[config.mk]
export PLATFORM = sky130hd
export DESIGN_NAME = imc_kernel
export DESIGN_NICKNAME = d
export VERILOG_FILES = /design/src/sv/imc_pkg.sv /design/src/sv/imc_kernel.sv
export SDC_FILE = /design/constraint.sdc
export NUM_CORES = 2
export LEC_CHECK = 0
export ABC_AREA = 1
export BUFFER_PORTS_ARGS = -buffer_cell sky130_fd_sc_hd__buf_2
export CORE_AREA = 2 2 359 361
export CTS_CLUSTER_SIZE = 14
export DETAILED_ROUTE_END_ITERATION = 8
export DIE_AREA = 0 0 361 363
export GPL_TIMING_DRIVEN = 0
export HOLD_SLACK_MARGIN = 0.15
export PLACE_DENSITY = 0.65
export SETUP_SLACK_MARGIN = 0.1
export SYNTH_ARGS = -nofsm -noshare
export SYNTH_HDL_FRONTEND = slang
export SYNTH_SLANG_ARGS = --single-unit
[constraint.sdc]
create_clock -name clk_i -period 9.1 [get_ports clk_i]
set_input_delay 0.91 -clock clk_i [delete_from_list [all_inputs] [get_ports clk_i]]
set_output_delay 0.91 -clock clk_i [all_outputs]
set_load 0.05 [all_outputs]
[src/sv/imc_pkg.sv]
// Shared constants, kernel weight table and register codes for the
// image mask convolution core. No dependencies.
`default_nettype none

package imc_pkg;

  localparam int MAX_COLUMNS_DEF = 1024;
  localparam int PIXEL_BITS_DEF  = 8;
  localparam int ROWS_LIMIT      = 1024;
  localparam int FILT_W          = 19;
  localparam int KIND_COUNT      = 11;
  localparam int TAPS            = 25;
  localparam int WIN             = 5;
  localparam int DIV_GAUSS       = 159;
  localparam int DIV_SMALL_GAUSS = 99;

  // kernel codes that change the divisor
  localparam logic [3:0] KIND_GAUSS       = 4'd0;
  localparam logic [3:0] KIND_SMALL_GAUSS = 4'd1;

  // divisor select
  localparam logic [1:0] DIV_SEL_8     = 2'd0;
  localparam logic [1:0] DIV_SEL_159   = 2'd1;
  localparam logic [1:0] DIV_SEL_99    = 2'd2;

  // register indexes (paddr[3:2])
  localparam logic [1:0] REG_MASK_KIND = 2'd0;
  localparam logic [1:0] REG_COLUMNS   = 2'd1;
  localparam logic [1:0] REG_ROWS      = 2'd2;

  // weights times 4, row-major over the 5x5 window
  localparam logic signed [7:0] KERNEL [KIND_COUNT][TAPS] = '{
    '{8,16,20,16,8, 16,36,48,36,16, 20,48,60,48,20, 16,36,48,36,16, 8,16,20,16,8},
    '{0,0,0,0,0, 0,36,48,36,0, 0,48,60,48,0, 0,36,48,36,0, 0,0,0,0,0},
    '{4,4,4,4,4, 4,4,4,4,4, 4,4,-96,4,4, 4,4,4,4,4, 4,4,4,4,4},
    '{0,0,0,0,0, 0,4,4,4,0, 0,4,-32,4,0, 0,4,4,4,0, 0,0,0,0,0},
    '{0,0,0,0,0, 0,0,0,0,0, 0,-2,0,2,0, 0,0,0,0,0, 0,0,0,0,0},
    '{0,0,0,0,0, 0,0,-2,0,0, 0,0,0,0,0, 0,0,2,0,0, 0,0,0,0,0},
    '{0,0,0,0,0, 0,0,4,0,0, 0,0,-8,0,0, 0,0,4,0,0, 0,0,0,0,0},
    '{0,0,0,0,0, 0,0,0,0,0, 0,4,-8,4,0, 0,0,0,0,0, 0,0,0,0,0},
    '{0,0,0,0,0, 0,1,0,-1,0, 0,0,0,0,0, 0,-1,0,1,0, 0,0,0,0,0},
    '{0,0,0,0,0, 0,-4,0,4,0, 0,-8,0,8,0, 0,-4,0,4,0, 0,0,0,0,0},
    '{0,0,0,0,0, 0,4,8,4,0, 0,0,0,0,0, 0,-4,-8,-4,0, 0,0,0,0,0}
  };

  function automatic logic signed [7:0] coef(input logic [3:0] kind, input logic [4:0] tap);
    logic signed [7:0] w;
    w = '0;
    if (kind < 4'(KIND_COUNT)) begin
      w = KERNEL[kind][tap];
    end
    return w;
  endfunction

endpackage

`default_nettype wire

[src/sv/imc_kernel.sv]
// Weighted 5x5 sum with border replacement, scaling and division by the
// kernel's divisor; three register stages. Depends on imc_pkg.
`default_nettype none

module imc_kernel import imc_pkg::*; #(
  parameter int MAX_COLUMNS = MAX_COLUMNS_DEF,
  parameter int PIXEL_BITS  = PIXEL_BITS_DEF
) (
  input  wire logic                            clk_i,
  input  wire logic                            rst_ni,
  input  wire logic                            valid_i,
  output logic                                 ready_o,
  input  wire logic [PIXEL_BITS-1:0]           win_i [TAPS],
  input  wire logic                            last_i,
  input  wire logic [9:0]                      orow_i,
  input  wire logic [$clog2(MAX_COLUMNS)-1:0]  ocol_i,
  input  wire logic [3:0]                      kind_i,
  input  wire logic [$clog2(MAX_COLUMNS):0]    cols_i,
  input  wire logic [10:0]                     rows_i,
  output logic                                 valid_o,
  input  wire logic                            ready_i,
  output logic      [FILT_W-1:0]               filt_o,
  output logic                                 last_o
);

  localparam int CW  = $clog2(MAX_COLUMNS);
  localparam int CEW = CW + 1;
  localparam int RSW = PIXEL_BITS + 12;
  localparam int SW  = PIXEL_BITS + 15;
  localparam int MW  = SW + 6;
  localparam int K   = MW + 8;
  localparam int RBW = K - 6;
  localparam longint unsigned R159 = ((64'd1 << K) + 64'(DIV_GAUSS) - 64'd1) / 64'(DIV_GAUSS);
  localparam longint unsigned R99  =
    ((64'd1 << K) + 64'(DIV_SMALL_GAUSS) - 64'd1) / 64'(DIV_SMALL_GAUSS);

  // stage 1: row sums
  logic                  k1_valid_q, k1_last_q;
  logic [1:0]            k1_sel_q;
  logic signed [RSW-1:0] k1_row_q [WIN];
  logic signed [RSW-1:0] row_d [WIN];
  logic [WIN-1:0]        row_ok, col_ok;
  logic [1:0]            sel_d;

  // stage 2: magnitude
  logic                  k2_valid_q, k2_last_q, k2_neg_q;
  logic [1:0]            k2_sel_q;
  logic [MW-1:0]         k2_mag_q;
  logic signed [SW-1:0]  sum_d;
  logic [SW-1:0]         abs_d;

  // stage 3: quotient
  logic                  out_valid_q, out_last_q;
  logic [FILT_W-1:0]     out_filt_q;
  logic [MW+RBW-1:0]     prod;
  logic [MW-1:0]         quot;
  logic [FILT_W-1:0]     filt_d;

  logic k1_ready, k2_ready, out_ready;

  assign out_ready = !out_valid_q || ready_i;
  assign k2_ready  = !k2_valid_q || out_ready;
  assign k1_ready  = !k1_valid_q || k2_ready;
  assign ready_o   = k1_ready;

  always_comb begin
    row_ok[0] = orow_i >= 10'd2;
    row_ok[1] = orow_i >= 10'd1;
    row_ok[2] = 1'b1;
    row_ok[3] = (11'(orow_i) + 11'd1) < rows_i;
    row_ok[4] = (11'(orow_i) + 11'd2) < rows_i;
    col_ok[0] = ocol_i >= CW'(2);
    col_ok[1] = ocol_i >= CW'(1);
    col_ok[2] = 1'b1;
    col_ok[3] = (CEW'(ocol_i) + CEW'(1)) < cols_i;
    col_ok[4] = (CEW'(ocol_i) + CEW'(2)) < cols_i;
  end

  always_comb begin
    logic [PIXEL_BITS-1:0] v;
    for (int r = 0; r < WIN; r++) begin
      row_d[r] = '0;
      for (int c = 0; c < WIN; c++) begin
        // outside the image the centre pixel stands in
        v = (row_ok[r] && col_ok[c]) ? win_i[r*WIN+c] : win_i[TAPS/2];
        row_d[r] = row_d[r] + RSW'($signed({1'b0, v})) * RSW'(coef(kind_i, 5'(r*WIN+c)));
      end
    end
  end

  always_comb begin
    case (kind_i)
      KIND_GAUSS:       sel_d = DIV_SEL_159;
      KIND_SMALL_GAUSS: sel_d = DIV_SEL_99;
      default:          sel_d = DIV_SEL_8;
    endcase
  end

  always_comb begin
    sum_d = '0;
    for (int r = 0; r < WIN; r++) begin
      sum_d = sum_d + SW'(k1_row_q[r]);
    end
    abs_d = sum_d[SW-1] ? SW'(-sum_d) : SW'(sum_d);
  end

  always_comb begin
    prod = '0;
    case (k2_sel_q)
      DIV_SEL_159: prod = (MW+RBW)'(k2_mag_q) * (MW+RBW)'(R159);
      DIV_SEL_99:  prod = (MW+RBW)'(k2_mag_q) * (MW+RBW)'(R99);
      default:     prod = '0;
    endcase
    quot = (k2_sel_q == DIV_SEL_8) ? (k2_mag_q >> 3) : MW'(prod >> K);
    filt_d = k2_neg_q ? FILT_W'(-quot) : FILT_W'(quot);
  end

  always_ff @(posedge clk_i or negedge rst_ni) begin
    if (!rst_ni) begin
      k1_valid_q  <= 1'b0;
      k2_valid_q  <= 1'b0;
      out_valid_q <= 1'b0;
    end else begin
      if (k1_ready) begin
        k1_valid_q <= valid_i;
      end
      if (k2_ready) begin
        k2_valid_q <= k1_valid_q;
      end
      if (out_ready) begin
        out_valid_q <= k2_valid_q;
      end
    end
  end

  always_ff @(posedge clk_i) begin
    if (k1_ready && valid_i) begin
      k1_row_q  <= row_d;
      k1_last_q <= last_i;
      k1_sel_q  <= sel_d;
    end
    if (k2_ready && k1_valid_q) begin
      k2_mag_q  <= {abs_d, 6'b0};
      k2_neg_q  <= sum_d[SW-1];
      k2_sel_q  <= k1_sel_q;
      k2_last_q <= k1_last_q;
    end
    if (out_ready && k2_valid_q) begin
      out_filt_q <= filt_d;
      out_last_q <= k2_last_q;
    end
  end

  assign valid_o = out_valid_q;
  assign filt_o  = out_filt_q;
  assign last_o  = out_last_q;

endmodule

`default_nettype wire

# ---- After elaboration in Yosys (flattened, before gate mapping)
# Memory sizes are Yosys's and may differ from the RTL's.
# Cells that the tools add are included.
dict set report totals {
  ff_bits 153
  latch_bits 0
  ram_bits 0
  mem_bits_ro 3200
  in_bits 251
  elab_cells 172
  memories 1
}
# name depth word_bits read_ports rd_clocked_by_memory_dff wr line
set memory_table {}
lappend memory_table {{(name not given)} 16 200 1 0 0 imc_pkg.sv:50} ;# w = KERNEL[kind][tap];
dict set report classes {
  addsub 30
  mul 27
  div 0
  n_lt_le_gt_ge 10
  eq_ne 3
  shift 0
  n_mux 56
  bitwise_logic 1
  n_reduce_logical 27
}
# cell n
set ops {}
lappend ops {{9-bit by 8-bit multiplier with 17-bit output} 25}
lappend ops {{200-bit 2-to-1 mux} 2}
lappend ops {{8-bit 2-to-1 mux} 49}
lappend ops {{56-bit case mux with 2 select lines} 1}
lappend ops {{19-bit by 17-bit adder with 20-bit output} 5}
lappend ops {{20-bit by 17-bit adder with 20-bit output} 5}
lappend ops {{18-bit by 17-bit adder with 19-bit output} 5}
lappend ops {{17-bit by 17-bit adder with 18-bit output} 5}
lappend ops {{23-bit by 29-bit multiplier with 49-bit output (second input constant)} 1}
lappend ops {{23-bit by 30-bit multiplier with 49-bit output (second input constant)} 1}
lappend ops {{11-bit less-than comparator} 4}
lappend ops {{19-bit 2-to-1 mux} 2}
lappend ops {{22-bit by 20-bit adder with 23-bit output} 1}
lappend ops {{23-bit by 20-bit adder with 23-bit output} 1}
lappend ops {{23-bit negator} 1}
lappend ops {{10-bit by 1-bit adder with 11-bit output (second input constant)} 2}
lappend ops {{10-bit by 2-bit adder with 11-bit output (second input constant)} 2}
lappend ops {{21-bit by 20-bit adder with 22-bit output} 1}
lappend ops {{22-bit 2-to-1 mux} 1}
lappend ops {{20-bit by 20-bit adder with 21-bit output} 1}
lappend ops {{10-bit by 1-bit greater-or-equal comparator with 1-bit output (second input constant)} 2}
lappend ops {{10-bit by 2-bit greater-or-equal comparator with 1-bit output (second input constant)} 2}
lappend ops {{1-bit logical AND} 19}
lappend ops {{19-bit negator} 1}
lappend ops {{other kinds (11)} 15}

# ---- Logic depth before layout (Yosys ltp)
dict set report logic_depth {
  ltp_word 10
  depth_mapped 50
  mapped_depth_nobuf 50
}

# ---- Worst setup path after synthesis
# OpenSTA, ideal clock, no wires.
dict set report synth_timing {
  path_type {input-to-reg}
  startpoint {in ocol_i[3]}
  endpoint {reg k1_row_q[78] in the netlist's numbering, data pin}
  setup_ns 0.262
  arrival_time_ns 9.929
  slack_ns -1.091
  cell_stages 44
  cell_sequence {clkbuf_1 nand2_1 nor2_1 nand4_1 xor2_1 nor2_1 a21oi_1 ha_1 nand2_1 nor2_1 nand3_1 nand2_1 inv_1 nand2_1 clkbuf_1 nand2_1 o21ai_0 inv_1 (+8 left out) fa_1 fa_1 fa_1 inv_1 fa_1 inv_1 ha_1 nand3_1 nand2_1 a21oi_1 o21ai_0 a21boi_0 o21ai_0 a21oi_1 o21bai_1 a21o_1 a21oi_1 xor2_1}
}
# item line
set synth_lines {}
lappend synth_lines {{start: declaration} imc_kernel.sv:16} ;# input wire logic [$clog2(MAX_COLUMNS)-1:0] ocol_i,
lappend synth_lines {{end signal: assignment} imc_kernel.sv:138} ;# k1_row_q <= row_d;
lappend synth_lines {{end: declaration} imc_kernel.sv:40} ;# logic signed [RSW-1:0] k1_row_q [WIN];

==> key figures <==
Yosys
  • Post-synthesis adder-cell area fraction: 0.603
  • Post-synth EDFFs: 137
  • Netlist Area Pre-Place: 61800 sq um
  • Largest family of logic cells by synthesized area: adder cells
  • Synthesized flop and latch total: 140
  • Post-synthesis mux area share: 0
  • Main area contributors after synthesis: fa_1 (37%), ha_1 (24%), inv_1 (12%)
  • Post-synthesis simple-gate area fraction: 0.128
  • Count leader, synth: inv_1
  • Synthesized area per cell: 8.52 sq um
  • Post-synthesis compound-gate area fraction: 0.0515
  • Post-Synth XOR/XNOR Area: 0.0214
  • Post-Synthesis Net Count: 9810
  • Synth top cells by count: inv_1 (1997), ha_1 (1175), fa_1 (1128)
  • Cell taking the most area after synthesis: fa_1
  • Warnings from Yosys: 0
  • Netlist cell types: 50
  • Top_reg_cell synth: edfxtp_1
  • Sequential cell area fraction in the yosys report: 0.0678
  • Post-synth ARST share: 0.0214
  • Synth Instances: 7256
  • Synth top area share: 0.365

Floorplanning
  • Die area: 131000 sq um
  • Core area: 127000 sq um
  • FP Rows: 131
  • Die Y: 363 um
  • Die W: 361 um
  • Initial Utilization: 0.487
  • Top-level port count: 273

Setup path
  • Crit-path leading delay family: adder cells
  • Critical path data arrival time: 9.94 ns
  • Crit-path max cell delay: 0.58 ns
  • Worst Path Max Fanout: 8
  • WP data required: 9.34 ns
  • CP Buf/Inv Count: 10
  • Crit. End Element: flip-flop
  • Worst Setup Start Kind: input pin
  • Most used cell, CP: fa_1
  • Crit path max-delay cell type: nor2_1
  • CP Class: in -> reg

Placed design
  • IO Port Bufs: 269
  • Global placement routability congestion: 1.00
  • Final HPWL DP: 182000 um

GRT
  • Total Routing Usage GR: 0.315
  • Pin count of the biggest net entering global routing: 79
  • Vias in the first global route: 51000
  • Initial antenna violation count: 4
  • Grt ovf: 0
  • First-pass GRT wire length: 305000 um

Status
  • Run status: finished, violations left
  • Failing checks: negative setup slack

Layout
  • Fillcell total: 11900
  • Share of cells above drive strength 1: 0.0948
  • FF+latch area: 4190 sq um
  • Layout Nets: 10200
  • Area Growth Syn to Fin: 10.8%
  • Area of the multi-input gates: 51000 sq um
  • Post-layout util: 0.539

Detailed routing
  • Total wire length: 204000 um
  • Initial DRC Count: 3016
  • Avg Vias per Cell: 5.16
  • Drt drc: 0
  • Remaining antenna violation count after routing: 0
  • WL/cell: 21.8 um
  • Drt pass-1 iters: 6
  • Vias post-DR: 48300

Timing
  • Fin crit share: 1.07
  • RSZ-0062 raised after global routing: yes
  • Max Slew Vio Count: 0
  • Final setup viols: 9
  • Post-route setup slack: -0.600 ns
  • Skew final: 0.0146 ns
  • Slew @ Worst Pin: 1.36 ns
  • Max Fclk: 103 MHz
  • Final hold violations: 0
  • Slew margin rel.: 0.0957
  • Tmin final: 9.70 ns
  • Setup_tns: -2.81 ns

Clock network
  • CTS tree: yes
  • Worst-path clk slew: 0.07 ns
  • TritonCTS buffer count: 17
  • # clock sinks: 140
  • Clock Tree Buf Depth: 2
  • H-tree Lvls: 4
  • Root buffer cell: clkbuf_16
  • Worst-skew pair later-pin latency: 0.44 ns

Hold path
  • Worst hold-check path type: in -> async

Flow run
  • MaxCap Viol Count: 0
==> layout make-up <==
class                           instances  area share
Clock buffer                           17     0.00621
Clock inverter                         15     0.00221
Timing Repair Buffer                  395      0.0372
Sequential cell                       140      0.0612
Tap cell                             1662      0.0304
Antenna cell                            1   0.0000365
Multi-Input combinational cell       5003       0.745
Inverter                             2015       0.111
Buffer                                 98     0.00670
==> registers in the layout (all words and copies together), names as in the netlist <==
signal	count
filt_o	19
k1_last_q	1
k1_row_q	87
k1_sel_q	2
k1_valid_q	1
k2_last_q	1
k2_mag_q	23
k2_neg_q	1
k2_sel_q	2
k2_valid_q	1
last_o	1
valid_o	1
==> path summary, 6_finish.rpt <==
check | start | end | slack [ns] | cells after the start
max | kind_i[3] | k1_row_q[79] | -0.60 | 36
min | rst_ni | k1_valid_q | 0.24 | 1
max reg2reg | k2_mag_q[16] | filt_o[18] | 0.34 | 27
min reg2reg | k1_sel_q[0] | k2_sel_q[0] | 0.43 | 0
max in group asynchronous | rst_ni | valid_o | 8.75 | 1
min in group clk_i | k1_sel_q[0] | k2_sel_q[0] | 0.43 | 0
==> metal layers <==
metal	track usage	wire length, um	up-vias
met5	0	34	-
li1	-	-	22800
met3	0.0324	9900	406
met1	0.372	78900	23700
met2	0.561	102000	1392
met4	0.176	13800	6
==> layout by cell type, fill, tap and decap left out, types with 13 or more instances in the layout <==
cell type | synthesis | layout
a21oi_1 | 244 | 223
a21oi_2 | 2 | 20
buf_2 | 4 | 266
buf_4 | 0 | 104
buf_6 | 0 | 16
clkbuf_1 | 85 | 73
clkbuf_16 | 0 | 19
edfxtp_1 | 137 | 137
fa_1 | 1128 | 1119
ha_1 | 1175 | 1161
ha_4 | 0 | 13
inv_1 | 1997 | 1968
inv_2 | 13 | 35
nand2_1 | 892 | 863
nand2_2 | 13 | 30
nand3_1 | 135 | 125
nand4_1 | 35 | 35
nor2_1 | 804 | 762
nor2_2 | 8 | 26
nor2_4 | 4 | 28
nor3_1 | 29 | 26
o21ai_0 | 241 | 183
o21ai_1 | 10 | 29
o21ai_2 | 4 | 21
o21ai_4 | 0 | 22
o21bai_1 | 28 | 25
xnor2_1 | 35 | 35
xor2_1 | 116 | 104
==> stage by stage <==
stage	instance area, sq um	cells	worst slack, ns	hold slack (ns)
final	68500	9346	-0.600	0.245
after global routing	68500	9345	-0.808	0.240
after CTS	67600	9293	-0.650	0.228
after detailed placement	65600	9190	-3.31	0.408
after global placement	65500	9187	-3.51	0.404
after floorplan	62100	7256	-0.274	0.400
==> kinds of logic after synthesis <==
kind of cell	Yosys count
DFF	140
adders and majority gates	2303
buffers and inverters	2113
AOI/OAI and AO/OA	586
and+or+nand+nor	1963
xor gates and xnor gates	151
==> what timing repair did <==
item	4_1_cts	5_1_grt
hold buffers	0	0
setup buffers	70	55
cloned	1	0
hold endpoints to repair	0	0
gates resized for setup	243	122
setup endpoints to repair	42	31
pin swaps	84	66
Power is left out: the tool's default activity adds up to more than one toggle a clock period on the data nets, which glitch-free logic cannot reach.
